$ cat src/ecp_pkg.sv
// shared constants, types and helper functions of the escape count color palette
package ecp_pkg;

    localparam int COUNT_WIDTH = 16;
    localparam int MAX_WIDTH   = 16;
    localparam int MODE_WIDTH  = 4;
    localparam int IDX_WIDTH   = 4;
    localparam int CFG_WIDTH   = 16;
    localparam int RGB_WIDTH   = 24;

    // pipeline depth: input stage, eight divider stages, three product stages, output
    localparam int DIV_STAGES = 8;
    localparam int LAST_STAGE = 12;

    // configuration register indexes
    localparam logic [IDX_WIDTH-1:0] REG_MODE = 4'd0;
    localparam logic [IDX_WIDTH-1:0] REG_MAX  = 4'd1;

    // palette selector codes
    localparam logic [MODE_WIDTH-1:0] MODE_POLY   = 4'd0;
    localparam logic [MODE_WIDTH-1:0] MODE_RED    = 4'd1;
    localparam logic [MODE_WIDTH-1:0] MODE_GREEN  = 4'd2;
    localparam logic [MODE_WIDTH-1:0] MODE_BLUE   = 4'd3;
    localparam logic [MODE_WIDTH-1:0] MODE_SINE_A = 4'd4;
    localparam logic [MODE_WIDTH-1:0] MODE_MOD    = 4'd5;
    localparam logic [MODE_WIDTH-1:0] MODE_SINE_B = 4'd6;
    localparam logic [MODE_WIDTH-1:0] MODE_MUL_A  = 4'd7;
    localparam logic [MODE_WIDTH-1:0] MODE_MUL_B  = 4'd8;

    localparam logic [MAX_WIDTH-1:0] MAX_RESET = 16'd256;

    // sine phase increments and offsets, 2^32 steps per turn, red/green/blue
    localparam logic [31:0] SINE_A_INC [3] = '{32'd10937044, 32'd8886349, 32'd6835653};
    localparam logic [31:0] SINE_A_OFS [3] = '{32'd2734261102, 32'd1367130551, 32'd683565276};
    localparam logic [31:0] SINE_B_INC [3] = '{32'd68356528, 32'd102534791, 32'd136713055};
    localparam logic [31:0] SINE_B_OFS [3] = '{32'd0, 32'd1367130551, 32'd2734261102};

    // quarter sine polynomial coefficients, Q1.15
    localparam logic [15:0] SIN_A = 16'd51472;
    localparam logic [15:0] SIN_B = 16'd21024;
    localparam logic [15:0] SIN_C = 16'd2320;

    // one restoring division step: quotient bit on top, new remainder below
    function automatic logic [MAX_WIDTH:0] div_step(input logic [MAX_WIDTH-1:0] rem,
                                                    input logic [MAX_WIDTH-1:0] dvs);
        logic [MAX_WIDTH:0] r2;
        logic               qb;
        r2 = {rem, 1'b0};
        qb = (r2 >= {1'b0, dvs});
        if (qb) begin
            r2 = r2 - {1'b0, dvs};
        end
        return {qb, r2[MAX_WIDTH-1:0]};
    endfunction

    // contents of one pipeline stage
    typedef struct packed {
        logic [COUNT_WIDTH-1:0] cnt;
        logic [MAX_WIDTH-1:0]   maxc;
        logic [MODE_WIDTH-1:0]  mode;
        logic [MAX_WIDTH-1:0]   rem;
        logic [15:0]            quo;
        logic [16:0]            pr;
        logic [16:0]            pg;
        logic [16:0]            pb;
        logic [7:0]             sr;
        logic [7:0]             sg;
        logic [7:0]             sb;
    } t_stage;

endpackage

$ cat src/ecp_sine_lane.sv
// seven stage sine channel: phase, quadrant fold, polynomial and bias
module ecp_sine_lane (
    input  logic                            i_clk,
    input  logic                            i_en,
    input  logic [ecp_pkg::COUNT_WIDTH-1:0] i_cnt,
    input  logic [31:0]                     i_inc,
    input  logic [31:0]                     i_ofs,
    input  logic                            i_hi_bias,
    output logic [7:0]                      o_chan
);

    logic [15:0] r_ph1;
    logic        r_b1, r_b2, r_b3, r_b4, r_b5, r_b6;
    logic [1:0]  r_q2, r_q3, r_q4, r_q5, r_q6;
    logic [15:0] r_z2_15, r_z3_15, r_z4_15, r_z5_15;
    logic [15:0] r_z3sq, r_z4sq;
    logic [14:0] r_t2;
    logic [15:0] r_t4;
    logic [15:0] r_m6;
    logic [7:0]  r_chan;

    logic [ecp_pkg::COUNT_WIDTH+31:0] n_prod;
    logic [31:0] n_phase;
    logic [13:0] n_off;
    logic [14:0] n_z;
    logic [31:0] n_sq;
    logic [27:0] n_t1p;
    logic [11:0] n_t1;
    logic [30:0] n_t3p;
    logic [15:0] n_t3;
    logic [31:0] n_sp;
    logic [16:0] n_s;
    logic [22:0] n_m127;
    logic [7:0]  n_d;
    logic [7:0]  n_bias;
    logic [8:0]  n_sum;
    logic [7:0]  n_chan;

    // per stage arithmetic
    always_comb begin
        n_prod  = ecp_pkg::COUNT_WIDTH'(0) + i_cnt * i_inc;
        n_phase = n_prod[31:0] + i_ofs;
        n_off   = r_ph1[13:0];
        n_z     = r_ph1[14] ? (15'd16384 - {1'b0, n_off}) : {1'b0, n_off};
        n_sq    = r_z2_15 * r_z2_15;
        n_t1p   = 28'(r_z3sq) * 28'(ecp_pkg::SIN_C);
        n_t1    = n_t1p[26:15];
        n_t3p   = 31'(r_z4sq) * 31'(r_t2);
        n_t3    = n_t3p[30:15];
        n_sp    = r_z5_15 * r_t4;
        n_s     = n_sp[31:15];
        n_m127  = 23'(r_m6) * 23'd127;
        n_bias  = r_b6 ? 8'd128 : 8'd127;
        if (!r_q6[1]) begin
            n_d    = 8'(n_m127 >> 15);
            n_sum  = {1'b0, n_bias} + {1'b0, n_d};
            n_chan = n_sum[8] ? 8'd255 : n_sum[7:0];
        end else begin
            n_d    = 8'((n_m127 + 23'd32767) >> 15);
            n_sum  = '0;
            n_chan = (n_d > n_bias) ? 8'd0 : (n_bias - n_d);
        end
    end

    // lane registers
    always_ff @(posedge i_clk) begin
        if (i_en) begin
            r_ph1   <= n_phase[31:16];
            r_b1    <= i_hi_bias;
            r_q2    <= r_ph1[15:14];
            r_z2_15 <= {n_z, 1'b0};
            r_b2    <= r_b1;
            r_q3    <= r_q2;
            r_z3_15 <= r_z2_15;
            r_z3sq  <= n_sq[30:15];
            r_b3    <= r_b2;
            r_q4    <= r_q3;
            r_z4_15 <= r_z3_15;
            r_z4sq  <= r_z3sq;
            r_t2    <= 15'(ecp_pkg::SIN_B) - 15'(n_t1);
            r_b4    <= r_b3;
            r_q5    <= r_q4;
            r_z5_15 <= r_z4_15;
            r_t4    <= ecp_pkg::SIN_A - n_t3;
            r_b5    <= r_b4;
            r_q6    <= r_q5;
            r_m6    <= (n_s > 17'd32768) ? 16'd32768 : n_s[15:0];
            r_b6    <= r_b5;
            r_chan  <= n_chan;
        end
    end

    assign o_chan = r_chan;

endmodule

$ cat config.mk
export PLATFORM = sky130hd
export DESIGN_NAME = ecp_sine_lane
export DESIGN_NICKNAME = d
export VERILOG_FILES = /design/src/ecp_pkg.sv /design/src/ecp_sine_lane.sv
export SDC_FILE = /design/constraint.sdc
export NUM_CORES = 2
export LEC_CHECK = 0
export ABC_CLOCK_PERIOD_IN_PS = 7900
export BUFFER_PORTS_ARGS = -buffer_cell sky130_fd_sc_hd__buf_2
export CORE_UTILIZATION = 40
export CTS_CLUSTER_DIAMETER = 150
export DETAILED_ROUTE_END_ITERATION = 6
export MAX_ROUTING_LAYER = met4
export PLACE_DENSITY = 0.63
export SYNTH_ARGS = -nofsm -noshare
export SYNTH_HDL_FRONTEND = slang
export SYNTH_SLANG_ARGS = --single-unit
export TNS_END_PERCENT = 20
$ cat constraint.sdc
create_clock -name i_clk -period 7.9 [get_ports i_clk]
set_clock_uncertainty 0.2 [all_clocks]
set_input_delay 0.79 -clock i_clk [delete_from_list [all_inputs] [get_ports i_clk]]
set_output_delay 0.79 -clock i_clk [all_outputs]
set_load 0.005 [all_outputs]
==> run summary <==
After detailed placement, the total cell area comes to 0.0447 mm^2. The primary flip-flop cell chosen by synthesis mapping is sky130_fd_sc_hd__edfxtp_1. The headroom to the max-slew limit is 0.329, and the sum of buffers and inverters on the critical path is 5.

The startpoint identified for the worst register-to-register timing path is r_m6[5]. The worst setup slack after layout is 0.539 ns, and the instance count along the most critical hold path is 0. In the post-synthesis netlist, the biggest area contributors are sky130_fd_sc_hd__fa_1 41%, sky130_fd_sc_hd__ha_1 14%, sky130_fd_sc_hd__edfxtp_1 12%. Number of cell instances on the worst register-to-register path: 28. STA puts the critical path data required time at 7.93 ns.

Using the TritonRoute via totals, the vias-per-cell ratio works out to 4.91. Across all register-to-register paths, the minimum setup slack is 0.54 ns. The number of I/O port buffers works out to 90.

Cell with the biggest individual delay on the critical path: sky130_fd_sc_hd__fa_1. The area growth from synthesis to layout is 6.32%. The worst setup path is launched from a register. After synthesis the cells add up to 0.0426 mm^2. The width of the die works out to 328 um. The tools report the cell area after layout as 0.0453 mm^2. Portion of synthesized cell area occupied by the leading cell type: 0.411. The critical path endpoint category is a register.

The logs give 28800 for the via count of the routed design and 41.6 mm for the routed length on met1. The upper clock frequency limit is 0.136 GHz, and the weighted congestion at the end of routability-driven global placement is 0.867. The flow ran to the end, but the final reports show violations. For the pin with the worst max-slew slack, the measured transition is 1.01 ns. 91 I/O pins were placed. Fill cells in the final layout number 10300. During synthesis, Yosys emitted a total of 0 warnings. The worst hold path terminates at r_z5_15[12]. The first global-routing pass estimated 158 mm of wire. The floorplan step defined a die boundary enclosing 0.108 mm^2. Clock tree synthesis found a total of 172 sinks. Number of max-slew violations in the final report: 0. By count the netlist is led by 1051 x sky130_fd_sc_hd__inv_1, 875 x sky130_fd_sc_hd__fa_1, 622 x sky130_fd_sc_hd__nand2_1. The clock root buffer is sky130_fd_sc_hd__clkbuf_16. The tools report the residual overflow from global routing as 0. Summed over all nets, wire length on met3 after detailed routing comes to 3.78 mm. The tools report the insertion delay of the later-clocked pin in the worst-skew pair as 0.49 ns. In the synthesized netlist, the number of instances is 4447.

The H-tree was split into 4 levels. For the number of antenna violations at the first check in global routing, the log shows 0. The average instance in the mapped netlist occupies 9.59 um^2.

Prior to clock tree synthesis, the placed netlist has a worst setup slack of 0.398 ns. Share of the core filled with cells in the final layout: 0.430. Leading area contributor after synthesis: sky130_fd_sc_hd__fa_1. The peak per-stage delay on the critical path is 0.56 ns.

The synthesized flop and latch total came out at 172. After detailed routing, the met2 layer carries 47.5 mm of wire. The floorplan row count was 119.

Summing all multi-input logic gate instances after layout gives 0.0330 mm^2. The maximum number of pins on one net before global-route repair was 103; the number of instances in the placed design was 5840. The share of the clock period used by the worst path after layout was 0.932; the critical-path maximum fanout was 8. In this run the critical register-to-register path is captured at o_chan[6].

The most common cell in the synthesized netlist is sky130_fd_sc_hd__inv_1. The run gives 0.105 mm^2 as the core box area. The hold violation count in the final report is 0. The worst hold-check path type is register to register. The run gives 17 as the number of buffers added by the clock tree synthesis step.

The register area was 0.00516 mm^2. Y dimension of the die: 328 um. The routed design could run at a clock period as short as 7.36 ns.

The number of global-route vias before repair was 30900. For the sequential area share after synthesis, the log shows 0.121. The proportion of synthesized flip-flops having asynchronous set or reset is 0.

The highest signal layer in the routed design was met4. The final reports fail on design-rule violations. The overall fraction of global-route tracks in use came out at 0.188. After detailed routing, the average wire length per cell comes to 16.1 um. Setup repair after global routing could not meet its margin everywhere.

The clock input transition at the sequential cells of the worst setup and hold paths was 0.08 ns. The logs give 5875 for the final cell count without fillers and 0 for the number of max-cap violations. The kind of cell with the highest combined delay on the critical path was adder cells. The logs give 79.1 mm for the total half-perimeter wirelength after legalization and detailed placement and 0 for the number of nets with antenna violations after routing.

In the routed design, unresolved DRC markers number 6. Data arrives at the worst endpoint at 7.39 ns. The clock passes through at most 2 buffers. The first detailed-routing pass ran for 7 iterations. The synthesized design contains 172 enable-type register cells. The critical path in this run is classified as register to register. The tools report the initial cell density of the core as 0.404. The total nets after synthesis came out at 5867. The share of cells above drive strength 1 was 0.0477; the initial DRC count was 1369. The number of antenna cells inserted came out at 0. The netlist uses 78 different library cells. Setup violations remaining at the end of the flow were counted as 0.

The run gives 5891 as the number of nets in the final layout. TritonCTS built the clock tree. The hold path startpoint was r_z4_15[12]. For the aggregate routed wire length, the log shows 94.3 mm.
==> worst max-delay path by stage <==
stage,startpoint,to,slack (ns),cells after the start
5_1_grt,r_m6[5],o_chan[6],-0.004,28
6_report,r_m6[5],o_chan[6],0.54,28
3_5_place_dp,r_m6[5],o_chan[6],0.40,28
2_1_floorplan,i_cnt[4],r_ph1[15],0.68,26
4_1_cts,r_m6[5],o_chan[6],0.37,28
3_3_place_gp,i_cnt[1],r_ph1[15],0.49,25
==> worst register-to-register path, delay by kind of cell (launching register included) <==
| family | cells | cell delay, ns |
|---|---|---|
| AO/OA/AOI/OAI | 11 | 2.09 |
| XOR/XNOR | 1 | 0.17 |
| adder cells (fa/ha/maj) | 7 | 2.87 |
| buffers and inverters | 5 | 0.33 |
| flip-flops | 1 | 0.45 |
| AND/OR/NAND/NOR | 4 | 0.99 |
==> repair_timing <==
action,4_1_cts,5_1_grt
hold buffers,0,0
resized for setup,0,2
endpoints found under the setup margin,0,10
setup buffers,0,3
==> cell families after synthesis <==
group	synth area share
AOI/OAI and AO/OA	0.0533
xor gates and xnor gates	0.0349
adders and majority gates	0.546
buffers and inverters	0.106
DFF	0.121
muxes	0.00150
and+or+nand+nor	0.137
==> routing by layer <==
metal | GRT usage | up-vias
met2 | 0.323 | 601
met4 | 0.0381 | 0
met3 | 0.0206 | 86
li1 | - | 13500
met1 | 0.240 | 14700
met5 | - | -
==> registers in the layout (all words and copies together) (netlist names), 8 cells and up <==
signal / cells
r_z4_15: 15
r_t4: 16
o_chan: 8
r_t2: 13
r_z3sq: 16
r_z3_15: 15
r_m6: 16
r_ph1: 16
r_z5_15: 15
r_z2_15: 15
r_z4sq: 16
==> layout make-up <==
class / instances / share of cell area
inverters: 1052 / 0.0871
repair buffers: 153 / 0.0205
clock inverters: 14 / 0.00326
clock buffers: 18 / 0.00947
multi-input cells: 3075 / 0.727
flip-flops and latches: 172 / 0.114
well taps: 1391 / 0.0384
==> through the flow <==
stage / hold WS (ns) / TNS, ns
floorplan: 0.200 / 0
global placement: 0.201 / 0
finish: 0.215 / 0
global route: 0.223 / -0.00419
detailed placement: 0.205 / 0
CTS: 0.216 / 0
==> cells in the final DEF, fill, tap and decap left out, types with 10 or more instances in the layout <==
cell,count
sky130_fd_sc_hd__o21a_1,30
sky130_fd_sc_hd__nor2_1,105
sky130_fd_sc_hd__xnor2_1,116
sky130_fd_sc_hd__o21ai_0,57
sky130_fd_sc_hd__o21bai_1,14
sky130_fd_sc_hd__ha_1,462
sky130_fd_sc_hd__or3_1,15
sky130_fd_sc_hd__buf_4,63
sky130_fd_sc_hd__nand2b_1,11
sky130_fd_sc_hd__nand3_1,23
sky130_fd_sc_hd__o211ai_1,11
sky130_fd_sc_hd__nor2b_1,14
sky130_fd_sc_hd__a21oi_1,84
sky130_fd_sc_hd__and2_1,361
sky130_fd_sc_hd__xor2_1,54
sky130_fd_sc_hd__o22ai_1,10
sky130_fd_sc_hd__a211oi_1,11
sky130_fd_sc_hd__clkbuf_16,17
sky130_fd_sc_hd__nand2_1,621
sky130_fd_sc_hd__nor3_1,36
sky130_fd_sc_hd__and3_1,10
sky130_fd_sc_hd__a31oi_1,10
sky130_fd_sc_hd__o31ai_1,10
sky130_fd_sc_hd__edfxtp_1,172
sky130_fd_sc_hd__buf_2,89
sky130_fd_sc_hd__fa_1,875
sky130_fd_sc_hd__a21o_1,36
sky130_fd_sc_hd__inv_1,1051
Power is not shown: default switching activity piles up to over one toggle a cycle in this logic, so the estimate is an artifact.
